==> config.mk <==
export PLATFORM = sky130hd
export DESIGN_NAME = midpoint_circle_rasterizer
export DESIGN_NICKNAME = d
export VERILOG_FILES = /design/src/design/mcr_pkg.sv /design/src/design/mcr_ctrl.sv /design/src/design/mcr_datapath.sv /design/src/design/midpoint_circle_rasterizer.sv
export SDC_FILE = /design/constraint.sdc
export NUM_CORES = 1
export LEC_CHECK = 0
export BUFFER_PORTS_ARGS = -buffer_cell sky130_fd_sc_hd__buf_4
export CAP_MARGIN = 20
export CORE_MARGIN = 5
export CORE_UTILIZATION = 45
export DETAILED_ROUTE_END_ITERATION = 7
export HOLD_SLACK_MARGIN = 0.05
export PLACE_DENSITY = 0.75
export SLEW_MARGIN = 15
export SYNTH_ARGS = -nofsm -noshare
export SYNTH_HDL_FRONTEND = slang
export SYNTH_HIERARCHICAL = 1
export SYNTH_SLANG_ARGS = --single-unit
==> constraint.sdc <==
create_clock -name clk -period 3.7 [get_ports clk]
set_clock_uncertainty 0.05 [all_clocks]
set_input_delay 0.37 -clock clk [delete_from_list [all_inputs] [get_ports clk]]
set_output_delay 0.37 -clock clk [all_outputs]
set_load 0.01 [all_outputs]
==> src/design/mcr_pkg.sv <==
package mcr_pkg;

	localparam int IN_COORD_W = 10;
	localparam int PIX_W      = 12;
	localparam int COLOUR_W   = 8;
	localparam int NUM_OCT    = 8;
	localparam int OCT_IDX_W  = 3;

	localparam logic KIND_START = 1'b0;
	localparam logic KIND_STEP  = 1'b1;

	// Index of the last octant emitted in full and in half-circle mode.
	localparam logic [OCT_IDX_W-1:0] LAST_OCT_FULL = 3'd7;
	localparam logic [OCT_IDX_W-1:0] LAST_OCT_HALF = 3'd3;

	typedef struct packed {
		logic                  kind;
		logic [IN_COORD_W-1:0] center_x;
		logic [IN_COORD_W-1:0] center_y;
		logic [IN_COORD_W-1:0] radius;
		logic [COLOUR_W-1:0]   colour;
		logic                  arc_mode;
	} cmd_t;

	typedef struct packed {
		logic signed [PIX_W-1:0] pixel_x;
		logic signed [PIX_W-1:0] pixel_y;
		logic [COLOUR_W-1:0]     pixel_colour;
		logic                    last;
	} pix_t;

	// Commands from the controller to the datapath.
	typedef struct packed {
		logic                 load;
		logic                 step_y;
		logic                 step_x;
		logic                 commit;
		logic                 emit;
		logic                 final_pix;
		logic [OCT_IDX_W-1:0] oct;
	} dp_cmd_t;

	// Status from the datapath to the controller.
	typedef struct packed {
		logic half_only;
		logic done;
	} dp_stat_t;

	// Operand choice for one octant pixel. The row uses x when the column uses y.
	typedef struct packed {
		logic col_use_y;
		logic col_neg;
		logic row_neg;
	} oct_sel_t;

	function automatic oct_sel_t oct_sel(input logic [OCT_IDX_W-1:0] k);
		oct_sel_t s;
		s.col_use_y = (k == 3'd1) || (k == 3'd2) || (k == 3'd5) || (k == 3'd6);
		s.col_neg   = (k == 3'd2) || (k == 3'd3) || (k == 3'd4) || (k == 3'd5);
		s.row_neg   = k[2];
		return s;
	endfunction

endpackage

==> src/design/mcr_ctrl.sv <==
module mcr_ctrl (
	input  logic              clk,
	input  logic              arst_n,
	input  logic              start,
	input  logic              kind,
	input  mcr_pkg::dp_stat_t stat,
	output mcr_pkg::dp_cmd_t  cmd,
	output logic              busy
);
	import mcr_pkg::*;

	localparam logic ST_IDLE = 1'b0;
	localparam logic ST_EMIT = 1'b1;

	logic                 state_q;
	logic [OCT_IDX_W-1:0] k_q;
	logic                 active_q;
	logic [OCT_IDX_W-1:0] last_k;
	logic                 accept;

	assign busy   = (state_q == ST_EMIT);
	assign accept = start && !busy;
	assign last_k = stat.half_only ? LAST_OCT_HALF : LAST_OCT_FULL;

	always_comb begin
		cmd           = '0;
		cmd.load      = accept && (kind == KIND_START);
		cmd.emit      = busy;
		cmd.oct       = k_q;
		cmd.step_y    = busy && (k_q == '0);
		cmd.step_x    = busy && (k_q == OCT_IDX_W'(1));
		cmd.final_pix = busy && (k_q == last_k);
		cmd.commit    = cmd.final_pix;
	end

	always_ff @(posedge clk or negedge arst_n) begin
		if (!arst_n) begin
			state_q  <= ST_IDLE;
			k_q      <= '0;
			active_q <= 1'b0;
		end else begin
			case (state_q)
				ST_IDLE: begin
					k_q <= '0;
					// drop a step beat while no circle is running
					if (accept && (kind == KIND_START || active_q)) begin
						state_q  <= ST_EMIT;
						active_q <= 1'b1;
					end
				end
				ST_EMIT: begin
					if (cmd.final_pix) begin
						state_q  <= ST_IDLE;
						active_q <= !stat.done;
						k_q      <= '0;
					end else begin
						k_q <= k_q + OCT_IDX_W'(1);
					end
				end
				default: begin
					state_q <= ST_IDLE;
				end
			endcase
		end
	end

endmodule

==> src/design/mcr_datapath.sv <==
module mcr_datapath #(
	parameter int COORD_BITS = 10
) (
	input  logic              clk,
	input  logic              arst_n,
	input  mcr_pkg::cmd_t     in_cmd,
	input  mcr_pkg::dp_cmd_t  ctl,
	output mcr_pkg::dp_stat_t stat,
	output mcr_pkg::pix_t     pix,
	output logic              strobe
);
	import mcr_pkg::*;

	localparam int X_W   = COORD_BITS + 1;
	localparam int E_W   = COORD_BITS + 3;
	localparam int SUM_W = COORD_BITS + 3;

	logic [COORD_BITS-1:0] cx_q, cy_q;
	logic [COLOUR_W-1:0]   colour_q;
	logic                  half_q;
	logic signed [X_W-1:0] x_q, y_q, x1_q, y1_q;
	logic signed [E_W-1:0] e_q, e1_q, e2_q;
	logic                  done_q;

	logic signed [E_W-1:0]   y_ext, x_ext;
	logic signed [X_W-1:0]   y_inc, x_dec;
	oct_sel_t                sel;
	logic signed [X_W-1:0]   col_op, row_op;
	logic signed [SUM_W-1:0] cx_ext, cy_ext, col_ext, row_ext, col_sum, row_sum;

	assign stat.half_only = half_q;
	assign stat.done      = done_q;

	assign y_ext = E_W'(y_q);
	assign x_ext = E_W'(x_q);
	assign y_inc = y_q + X_W'(1);
	assign x_dec = x_q - X_W'(1);

	// octant pixel: column and row each add or subtract one offset
	assign sel     = oct_sel(ctl.oct);
	assign col_op  = sel.col_use_y ? y_q : x_q;
	assign row_op  = sel.col_use_y ? x_q : y_q;
	assign cx_ext  = SUM_W'(signed'({1'b0, cx_q}));
	assign cy_ext  = SUM_W'(signed'({1'b0, cy_q}));
	assign col_ext = SUM_W'(col_op);
	assign row_ext = SUM_W'(row_op);
	assign col_sum = sel.col_neg ? (cx_ext - col_ext) : (cx_ext + col_ext);
	assign row_sum = sel.row_neg ? (cy_ext - row_ext) : (cy_ext + row_ext);

	always_ff @(posedge clk) begin
		if (ctl.load) begin
			cx_q     <= COORD_BITS'(in_cmd.center_x);
			cy_q     <= COORD_BITS'(in_cmd.center_y);
			colour_q <= in_cmd.colour;
			half_q   <= in_cmd.arc_mode;
			x_q      <= signed'({1'b0, COORD_BITS'(in_cmd.radius)});
			y_q      <= '0;
			e_q      <= '0;
		end else if (ctl.commit) begin
			x_q <= x1_q;
			y_q <= y1_q;
			e_q <= e2_q;
		end

		// advance the minor offset first
		if (ctl.step_y) begin
			if (e_q <= 0) begin
				y1_q <= y_inc;
				e1_q <= e_q + (y_ext <<< 1) + E_W'(3);
			end else begin
				y1_q <= y_q;
				e1_q <= e_q;
			end
		end

		// then the major offset, on the error left by the minor step
		if (ctl.step_x) begin
			if (e1_q > 0) begin
				x1_q   <= x_dec;
				e2_q   <= e1_q - (x_ext <<< 1) + E_W'(1);
				done_q <= (x_dec < y1_q);
			end else begin
				x1_q   <= x_q;
				e2_q   <= e1_q;
				done_q <= (x_q < y1_q);
			end
		end

		if (ctl.emit) begin
			pix.pixel_x      <= PIX_W'(col_sum);
			pix.pixel_y      <= PIX_W'(row_sum);
			pix.pixel_colour <= colour_q;
			pix.last         <= ctl.final_pix && done_q;
		end
	end

	always_ff @(posedge clk or negedge arst_n) begin
		if (!arst_n) begin
			strobe <= 1'b0;
		end else begin
			strobe <= ctl.emit;
		end
	end

endmodule

==> src/design/midpoint_circle_rasterizer.sv <==
// Midpoint circle rasterizer: one iteration per command beat, one pixel beat per cycle within a burst.
// Each pixel is registered onto pix and strobe after the controller has entered its emit state.
// A new command beat is taken only after a burst of 8 pixels (4 in half-circle mode) and a return to idle.
// A step beat while no circle is running is taken and yields nothing.
// Reset (arst_n low, asynchronous) returns to idle with no circle running.
// Pixel beats cannot be stalled: each one shows for exactly one cycle on strobe.
module midpoint_circle_rasterizer #(
	parameter int COORD_BITS = 10
) (
	input  logic          clk,
	input  logic          arst_n,
	input  logic          start,
	output logic          busy,
	input  mcr_pkg::cmd_t cmd,
	output logic          strobe,
	output mcr_pkg::pix_t pix
);
	import mcr_pkg::*;

	// Controller: holds the octant counter and the running flag, sequences
	// the minor step, the major step and the commit around the pixel beats.
	dp_cmd_t  ctl;
	dp_stat_t stat;

	mcr_ctrl u_ctrl (
		.clk    (clk),
		.arst_n (arst_n),
		.start  (start),
		.kind   (cmd.kind),
		.stat   (stat),
		.cmd    (ctl),
		.busy   (busy)
	);

	// Datapath: centre, offsets and error term, one shared adder pair for
	// the pixel coordinates, and the registered pixel output.
	mcr_datapath #(
		.COORD_BITS (COORD_BITS)
	) u_dp (
		.clk    (clk),
		.arst_n (arst_n),
		.in_cmd (cmd),
		.ctl    (ctl),
		.stat   (stat),
		.pix    (pix),
		.strobe (strobe)
	);

endmodule

==> metrics.md, run 1 <==
| Metric | Value |
|---|---|
| Skew-Pair Late Insertion Delay | 0.42 ns |
| Routability cong. | 0.881 |
| Final hold vios | 0 |
| GRT Util Overall | 17.4% |
| Post-Syn Area | 0.00933 mm^2 |
| Starting DRT DRC Count | 391 |
| Core area | 0.0203 mm^2 |
| Relative slew margins | 39.6% |
| Top area cells in the synthesized netlist | edfxtp_1, ha_1, xnor2_1 |
| Seq/Total Area, Yosys | 45.9% |
| Crit Path Max Fanout | 23 |
| Fin Setup TNS | 0 ns |
| Total gr overflow | 0 |
| Largest net degree at the start of global routing | 52 |
| Syn Area/Cell | 11.1 um^2 |
| Diode count | 0 |
| DRC Markers | 0 |
| Count leader, synth | edfxtp_1 |
| FILL cells | 1749 |
| First-pass GRT wire length | 32900 um |
| CTS sink cnt | 152 |
| Fin. max-slew vios | 0 |
| Crit end category | flop |
| Post-Syn Nets | 984 |
| Share of cells above drive strength 1 | 17.2% |
| FF+latch count, synth | 152 |
| Pre-antenna DRT Iters | 7 |
| Startpoint types | flop |
| Num CTS Buffers | 17 |
| Tightest Hold Check Type | input port to flop |
| Fmax | 0.291 GHz |
| Rows | 52 |
| DR WL/cell | 17.3 um |
| WL final | 20800 um |
| Critical Path RT | 3.82 ns |
| Nets | 1065 |
| DRT antenna net count | 0 |
| Chip Height | 154 um |
| Cell accounting for the most synthesized area | edfxtp_1 |
| CTS tree | yes |
| Final Critical Period | 3.44 ns |
| Post-synth EDFFs | 121 |
| Cell count after synthesis | 844 |
| Die W | 154 um |
| Final setup viols | 0 |
| Status | finished clean |
| Ys async rst share | 3.95% |
| Post-route clock period utilization | 92.9% |
| Arr. time, crit path | 3.56 ns |
| Share of the synthesized area in the top cell type | 38.9% |
| Clock slew at reported path FFs | 0.06 ns |
| Die Area | 0.0237 mm^2 |
| Critical path type | flop to flop |
| Post-CTS Repair Setup Buffers | 0 |
| Slew @ Worst Pin | 0.905 ns |
| # IOs | 78 |
| Clock tree buffer depth | 2 |
| CTS H-tree lvls | 4 |
| Vias in the first global route | 6383 |
| Area Overhead vs Synth | 16.6% |
| Post-synth top cells | edfxtp_1, ha_1, nor2_1 |
| Routed via count | 6540 |
| Clock Tree Root | clkbuf_16 |
| Port buffer count | 77 |
| YS warnings | 6 |
| Synth Flop Type | edfxtp_1 |
| Synth unique cells | 71 |
| Initial antenna violation count | 0 |
| Max Cap Viol | 0 |
| RSZ-0062 raised after global routing | no |
| Starting Density | 46.0% |
| Dpl hpwl | 14900 um |
| Post-DR vias/cell | 5.41 |
[kinds of logic after synthesis]
group           synth area share, %
simple gates                   10.6
buf+inv                        4.33
compound gates                 10.8
mux                            6.87
fa+ha+maj                      13.3
flops                          45.9
xor+xnor                       8.07
[critical path: stages (launching register included)]
cell	delay [ns]
dfrtp_1	0.40
inv_1	0.08
ha_1	0.29
buf_4	0.25
buf_4	0.34
nor3_1	0.09
a32oi_2	0.26
nor2_1	0.10
a21oi_1	0.18
xor2_1	0.17
ha_1	0.29
a21oi_1	0.22
o21ai_0	0.12
a21oi_1	0.22
xnor2_1	0.10
[state kept, by name, summed over array words and instances, names as in the netlist, 8 cells and up]
register,flops
u_dp/y1_q,11
u_dp/e1_q,13
u_dp/cy_q,10
u_dp/x_q,11
u_dp/x1_q,11
u_dp/colour_q,8
u_dp/e2_q,13
u_dp/pix,33
u_dp/e_q,13
u_dp/y_q,11
u_dp/cx_q,10
[area by class of cell]
class	instances	area (um^2)	area share [%]
well taps	270	338	3.10
flip-flops and latches	152	4290	39.4
repair buffers	95	746	6.85
multi-input cells	603	4670	42.9
clock inverters	15	209	1.92
inverters	56	210	1.93
clock buffers	17	425	3.91
[repair_timing]
item / CTS / global route
setup endpoints to repair: 0 / 2
endpoints found under the hold margin: 12 / 1
resized for setup: 0 / 3
hold buffers: 7 / 1
[final timing paths]
kind	slack (ns)	depth (start not counted)	end	startpoint
min in group asynchronous	0.24	2	u_ctrl/k_q[0]	arst_n
setup reg to reg	0.26	14	u_dp/pix[19]	u_ctrl/k_q[1]
hold reg to reg	0.37	0	u_dp/pix[7]	u_dp/colour_q[6]
hold / removal	0.07	1	u_dp/colour_q[7]	cmd[8]
setup / recovery	0.26	14	u_dp/pix[19]	u_ctrl/k_q[1]
max in group asynchronous	3.23	2	u_ctrl/busy	arst_n
[per-layer routing]
metal  GRT usage (%)  vias to the layer above  routed length, um
li1                -                     3202                  -
met1            21.8                     3119               9310
met2            29.5                      179              10000
met3            3.12                       40                936
met4            7.44                        0                573
met5               0                        -                  0
[cell usage in the layout, fill, tap and decap left out, types with 3 or more instances in the layout]
| cell type | n |
|---|---|
| o21a_1 | 14 |
| a31oi_1 | 10 |
| nand4_1 | 5 |
| a21oi_1 | 37 |
| nand2b_1 | 8 |
| nor4_1 | 9 |
| dlygate4sd3_1 | 8 |
| dfrtp_1 | 5 |
| nand3_1 | 8 |
| a21o_1 | 10 |
| edfxtp_1 | 121 |
| buf_4 | 86 |
| nor2b_1 | 6 |
| mux2_2 | 16 |
| nand2_1 | 44 |
| inv_6 | 7 |
| ha_1 | 93 |
| and2_1 | 5 |
| mux2i_1 | 46 |
| bufinv_16 | 3 |
| clkbuf_16 | 17 |
| fa_1 | 4 |
| dfxtp_1 | 25 |
| o21ai_0 | 44 |
| and3_1 | 3 |
| nor3_1 | 11 |
| xor2_1 | 27 |
| o211ai_1 | 3 |
| a211oi_1 | 7 |
| xnor2_1 | 59 |
| nor2_1 | 79 |
| o21bai_1 | 4 |
| inv_1 | 56 |
[per-stage QoR]
stage	worst slack (ns)	instances	utilization [%]	cell area (um^2)	hold slack, ns
final	0.263	1208	53.6	10900	0.0727
after global routing	0.00662	1208	53.6	10900	0.0537
after CTS	0.189	1207	53.5	10900	0.0508
after detailed placement	0.232	1168	50.0	10200	0.133
after global placement	0.414	1168	50.0	10200	0.135
after floorplan	0.0768	844	-	9340	0.0244
Power of run 1 is not shown: default switching activity piles up to over one toggle a cycle in this logic, so the estimate is an artifact.
==> run 2, diff against run 1 <==
--- a/config.mk
+++ b/config.mk
@@ -11,7 +11,7 @@
 export CORE_UTILIZATION = 45
 export DETAILED_ROUTE_END_ITERATION = 7
 export HOLD_SLACK_MARGIN = 0.05
-export PLACE_DENSITY = 0.75
+export PLACE_DENSITY = 0.73
 export SLEW_MARGIN = 15
 export SYNTH_ARGS = -nofsm -noshare
 export SYNTH_HDL_FRONTEND = slang
==> constraint.sdc (replaced) <==
create_clock -name clk -period 3.5 [get_ports clk]
set_clock_uncertainty 0.05 [all_clocks]
set_input_delay 0.35 -clock clk [delete_from_list [all_inputs] [get_ports clk]]
set_output_delay 0.35 -clock clk [all_outputs]
set_load 0.01 [all_outputs]
==> run 2 against run 1 <==
Flip-flop and latch count did not move; sequential share of layout area shrank 1.1 points; maximum frequency rose by 1.0%; critical path type unchanged; largest cell class unchanged.
==> metrics.md, run 2 (same netlist as run 1, synthesis figures left out) <==
| Metric | Value |
|---|---|
| Dpl hpwl | 15500 um |
| Core area | 0.0203 mm^2 |
| Top reg by flops | u_dp/pix |
| R2R Setup Slk | 0.1 ns |
| Routability cong. | 0.915 |
| Crit end category | flop |
| Post-CTS Repair Setup Buffers | 0 |
| DRC Markers | 0 |
| Fmax | 0.294 GHz |
| Share of cells above drive strength 1 | 18.1% |
| Most frequent cells in the layout | edfxtp_1, buf_4, ha_1, nor2_1, xnor2_1 |
| Clock tree buffer depth | 2 |
| FILL cells | 1742 |
| Post-DR vias/cell | 5.35 |
| Largest net degree at the start of global routing | 34 |
| Crit Path Max Fanout | 7 |
| Pre-antenna DRT Iters | 6 |
| DRT antenna net count | 0 |
| CTS tree | yes |
| GRT Util Overall | 18.1% |
| Skew-Pair Late Insertion Delay | 0.43 ns |
| Fin. max-slew vios | 0 |
| CTS H-tree lvls | 4 |
| CP max-delay cell | ha_2 |
| Num CTS Buffers | 17 |
| Critical path's largest stage delay | 0.42 ns |
| Initial antenna violation count | 0 |
| # IOs | 78 |
| Area Overhead vs Synth | 20.0% |
| Most common cell after layout, fill and taps aside | edfxtp_1 |
| CP cell instances | inv_1 -> ha_2 -> buf_4 -> mux2i_1 -> a31oi_1 -> xor2_1 -> ha_1 -> or3_1 -> o31ai_2 -> o21ai_1 -> a211oi_1 -> a21o_1 |
| Max Cap Viol | 0 |
| Status | finished clean |
| First-pass GRT wire length | 33900 um |
| DR WL/cell | 17.1 um |
| Startpoint types | flop |
| Arr. time, crit path | 3.65 ns |
| Die W | 154 um |
| Post-route clock period utilization | 97.2% |
| Critical Path RT | 3.75 ns |
| Dpl cell area | 0.0102 mm^2 |
| Final setup viols | 0 |
| Final Critical Period | 3.40 ns |
| Die Area | 0.0237 mm^2 |
| Relative slew margins | 42.4% |
| Rows | 52 |
| Design area | 0.0112 mm^2 |
| RSZ-0062 raised after global routing | yes |
| Tightest Hold Check Type | input port to flop |
| Routed via count | 6643 |
| Clock Tree Root | clkbuf_16 |
| Critical path type | flop to flop |
| Vias in the first global route | 6674 |
| Final hold vios | 0 |
| Diode count | 0 |
| Port buffer count | 77 |
| WL final | 21200 um |
| Slew @ Worst Pin | 0.860 ns |
| Chip Height | 154 um |
| Starting Density | 46.0% |
| Total gr overflow | 0 |
| Max reg flops | 33 |
| Clock slew at reported path FFs | 0.07 ns |
| Nets | 1098 |
| CTS sink cnt | 152 |
| Starting DRT DRC Count | 289 |
==> run 2: changes by cell type in the layout (fill, tap and decap cells not counted), moves of 2 or more <==
cell           before  now
dlygate4sd3_1       8   30
mux2i_2             0    2
o21ai_0            44   39
buf_4              86   97
bufinv_16           3    1
o21ai_1             2    7
clkinv_8            2    4
inv_6               7    2
mux2i_1            46   44
inv_8               1    7
==> run 2: layout make-up <==
| cell class | count | area, um^2 | area share (%) |
|---|---|---|---|
| flip-flops and latches | 152 | 4290 | 38.3 |
| clock inverters | 15 | 200 | 1.79 |
| repair buffers | 128 | 1050 | 9.37 |
| multi-input cells | 603 | 4690 | 41.9 |
| clock buffers | 17 | 425 | 3.80 |
| well taps | 270 | 338 | 3.02 |
| inverters | 56 | 210 | 1.88 |
==> run 2: path summary, 6_finish.rpt <==
path	start	to	cells past startpoint
setup / recovery	u_ctrl/k_q[1]	u_dp/pix[20]	12
hold / removal	start	u_ctrl/busy	3
setup reg to reg	u_ctrl/k_q[1]	u_dp/pix[20]	12
hold reg to reg	u_dp/colour_q[2]	u_dp/pix[3]	0
max in group asynchronous	arst_n	u_ctrl/busy	2
min in group asynchronous	arst_n	u_dp/strobe	2
==> run 2: routing by layer <==
| metal | part of all wire [%] | GRT usage, % | vias up | wire (um) |
|---|---|---|---|---|
| met5 | 0 | 0 | - | 0 |
| met1 | 44 | 22.2 | 3138 | 9210 |
| met2 | 49 | 30.9 | 185 | 10400 |
| met3 | 4.7 | 3.99 | 38 | 998 |
| li1 | - | - | 3282 | - |
| met4 | 2.5 | 7.06 | 0 | 521 |
==> run 2: critical path, delay by kind of cell, from the launching register on <==
family                   cells  cell delay [ns]
AO/OA/AOI/OAI                5             0.96
XOR/XNOR                     1             0.19
adder cells (fa/ha/maj)      2             0.67
buffers and inverters        2             0.27
flip-flops                   1             0.41
multiplexers                 1             0.32
AND/OR/NAND/NOR              1             0.40
==> run 2: timing repair <==
| action | in CTS | in global routing |
|---|---|---|
| gates resized for setup | 0 | 12 |
| hold buffers | 30 | 0 |
| setup endpoints to repair | 0 | 8 |
| endpoints found under the hold margin | 35 | 0 |
==> run 2: per-stage QoR <==
stage / cells / setup WS [ns] / hold slack [ns] / util, % / setup TNS [ns]
2_1_floorplan: 844 / 0.000310 / 0.00441 / - / 0
3_3_place_gp: 1179 / 0.180 / 0.115 / 50.4 / 0
3_5_place_dp: 1179 / 0.0535 / 0.114 / 50.4 / 0
4_1_cts: 1241 / 0.0148 / 0.124 / 55.0 / 0
5_1_grt: 1241 / -0.0667 / 0.156 / 55.1 / -0.132
6_report: 1241 / 0.0972 / 0.139 / 55.1 / 0
Power of run 2 is left out for the same reason.
==> run 3, diff against run 2 <==
--- a/config.mk
+++ b/config.mk
@@ -5,7 +5,7 @@
 export SDC_FILE = /design/constraint.sdc
 export NUM_CORES = 1
 export LEC_CHECK = 0
-export BUFFER_PORTS_ARGS = -buffer_cell sky130_fd_sc_hd__buf_4
+export BUFFER_PORTS_ARGS = -buffer_cell sky130_fd_sc_hd__buf_2
 export CAP_MARGIN = 20
 export CORE_MARGIN = 5
 export CORE_UTILIZATION = 45
==> run 3 against run 2 <==
First-iteration DRC count grew 10%; core utilization down 1.0 points; flip-flop and latch count stayed put; wire length shrank 2.2%; maximum frequency rose by 3.2%; setup slack improved by 0.10 ns; final cell count shrank 0.16%; sequential share of layout area increased by 0.74 points; via count rose by 0.20%.
==> metrics.md, run 3 (same netlist as run 1, synthesis figures left out) <==
| Metric | Value |
|---|---|
| Final setup viols | 0 |
| Area Overhead vs Synth | 17.7% |
| Pre-antenna DRT Iters | 5 |
| Critical path type | flop to flop |
| Most frequent cells in the layout | edfxtp_1, ha_1, nor2_1, buf_2, xnor2_1 |
| Status | finished clean |
| Crit end category | flop |
| CP delay by family, top | compound AO/OA/AOI/OAI gates |
| Met3 usage | 4.16% |
| CP max-delay cell | dfrtp_1 |
| GR Util met1 | 21.8% |
| FILL cells | 1717 |
| CTS sink cnt | 152 |
| Vias in the first global route | 6466 |
| First-pass GRT wire length | 32700 um |
| Worst Hold Margin | 0.155 ns |
| Startpoint types | flop |
| Design area | 0.0110 mm^2 |
| DRC Markers | 0 |
| WP buf/inv | 2 |
| Final Critical Period | 3.30 ns |
| Arr. time, crit path | 3.42 ns |
| Most common cell after layout, fill and taps aside | edfxtp_1 |
| Crit Path Max Fanout | 21 |
| Slew @ Worst Pin | 0.834 ns |
| Rows | 52 |
| Core area | 0.0203 mm^2 |
| Relative slew margins | 44.1% |
| Met2 usage | 29.1% |
| Die W | 154 um |
| # IOs | 78 |
| CP cell instances | inv_1 -> ha_2 -> buf_12 -> nor3_1 -> a21o_1 -> nor2_1 -> xor2_1 -> ha_1 -> a211oi_2 -> o21ai_0 -> a21oi_1 -> o21ai_0 -> a21oi_1 -> xnor2_1 |
| Skew-Pair Late Insertion Delay | 0.43 ns |
| WL final | 20700 um |
| Clock slew at reported path FFs | 0.06 ns |
| Chip Height | 154 um |
| Most used routing layer | met2 |
| Dpl cell area | 0.0100 mm^2 |
| Port buffer count | 77 |
| Share of cells above drive strength 1 | 18.2% |
| Post-route clock period utilization | 94.2% |
| RSZ-0062 raised after global routing | no |
| Final hold vios | 0 |
| GRT Util Overall | 17.3% |
| Initial antenna violation count | 0 |
| Dpl hpwl | 15100 um |
| Critical path's largest stage delay | 0.40 ns |
| Diode count | 0 |
| Top reg by flops | u_dp/pix |
| Largest net degree at the start of global routing | 42 |
| DR WL/cell | 16.7 um |
| Clock Tree Root | clkbuf_16 |
| Tightest Hold Check Type | input port to flop |
| Critical Path RT | 3.62 ns |
| Post-DR vias/cell | 5.37 |
| Clock tree buffer depth | 2 |
| Nets | 1096 |
| Starting Density | 46.0% |
| Fmax | 0.303 GHz |
| Max Cap Viol | 0 |
| DRT antenna net count | 0 |
| CTS H-tree lvls | 4 |
| Num CTS Buffers | 17 |
| Finished Core Util | 54.1% |
| Die Area | 0.0237 mm^2 |
| Routability cong. | 0.864 |
| Routed via count | 6656 |
| Total gr overflow | 0 |
| Max reg flops | 33 |
| Starting DRT DRC Count | 318 |
| Fin Setup TNS | 0 ns |
| Fin. max-slew vios | 0 |
| CTS tree | yes |
[run 3: per-stage QoR]
| step | setup slack (ns) | cells |
|---|---|---|
| floorplan | 0.000310 | 844 |
| global placement | 0.228 | 1175 |
| detailed placement | 0.118 | 1175 |
| CTS | 0.0954 | 1232 |
| global route | 0.00530 | 1239 |
| finish | 0.202 | 1239 |
[run 3: worst reg2reg max path: stages (launching register included)]
cell and delay, ns:
dfrtp_1 0.40, inv_1 0.10, ha_2 0.33, buf_12 0.19, nor3_1 0.22, a21o_1 0.18, nor2_1 0.06, xor2_1 0.14
ha_1 0.36, a211oi_2 0.26, o21ai_0 0.16, a21oi_1 0.18, o21ai_0 0.10, a21oi_1 0.19, xnor2_1 0.10
[run 3: layout make-up]
cell class,count,area [um^2],share of cell area [%]
well taps,270,338,3.08
inverters,56,210,1.91
clock inverters,15,156,1.42
multi-input cells,603,4710,42.9
repair buffers,126,858,7.82
clock buffers,17,425,3.87
flip-flops and latches,152,4290,39.0
[run 3: final timing paths]
path / startpoint / to / slack, ns / cells after the start
max reg2reg: u_ctrl/k_q[1] / u_dp/pix[19] / 0.20 / 14
min: start / u_ctrl/busy / 0.16 / 3
min reg2reg: u_dp/colour_q[7] / u_dp/pix[8] / 0.37 / 0
max in group asynchronous: arst_n / u_ctrl/busy / 3.01 / 2
max: u_ctrl/k_q[1] / u_dp/pix[19] / 0.20 / 14
min in group asynchronous: arst_n / u_dp/strobe / 0.23 / 2
[run 3: metal layers]
| metal | vias to the layer above | part of all wire (%) | routed length [um] |
|---|---|---|---|
| met5 | - | 0 | 0 |
| met1 | 3158 | 45 | 9220 |
| met4 | 0 | 2.5 | 524 |
| li1 | 3285 | - | - |
| met3 | 33 | 5.3 | 1090 |
| met2 | 180 | 48 | 9850 |
[run 3: repair_timing]
action / 4_1_cts / 5_1_grt
hold buffers: 25 / 5
gates resized for setup: 0 / 13
buffers inserted: 0 / 1
endpoints found under the hold margin: 30 / 5
endpoints found under the setup margin: 0 / 7
Power of run 3 is left out for the same reason.
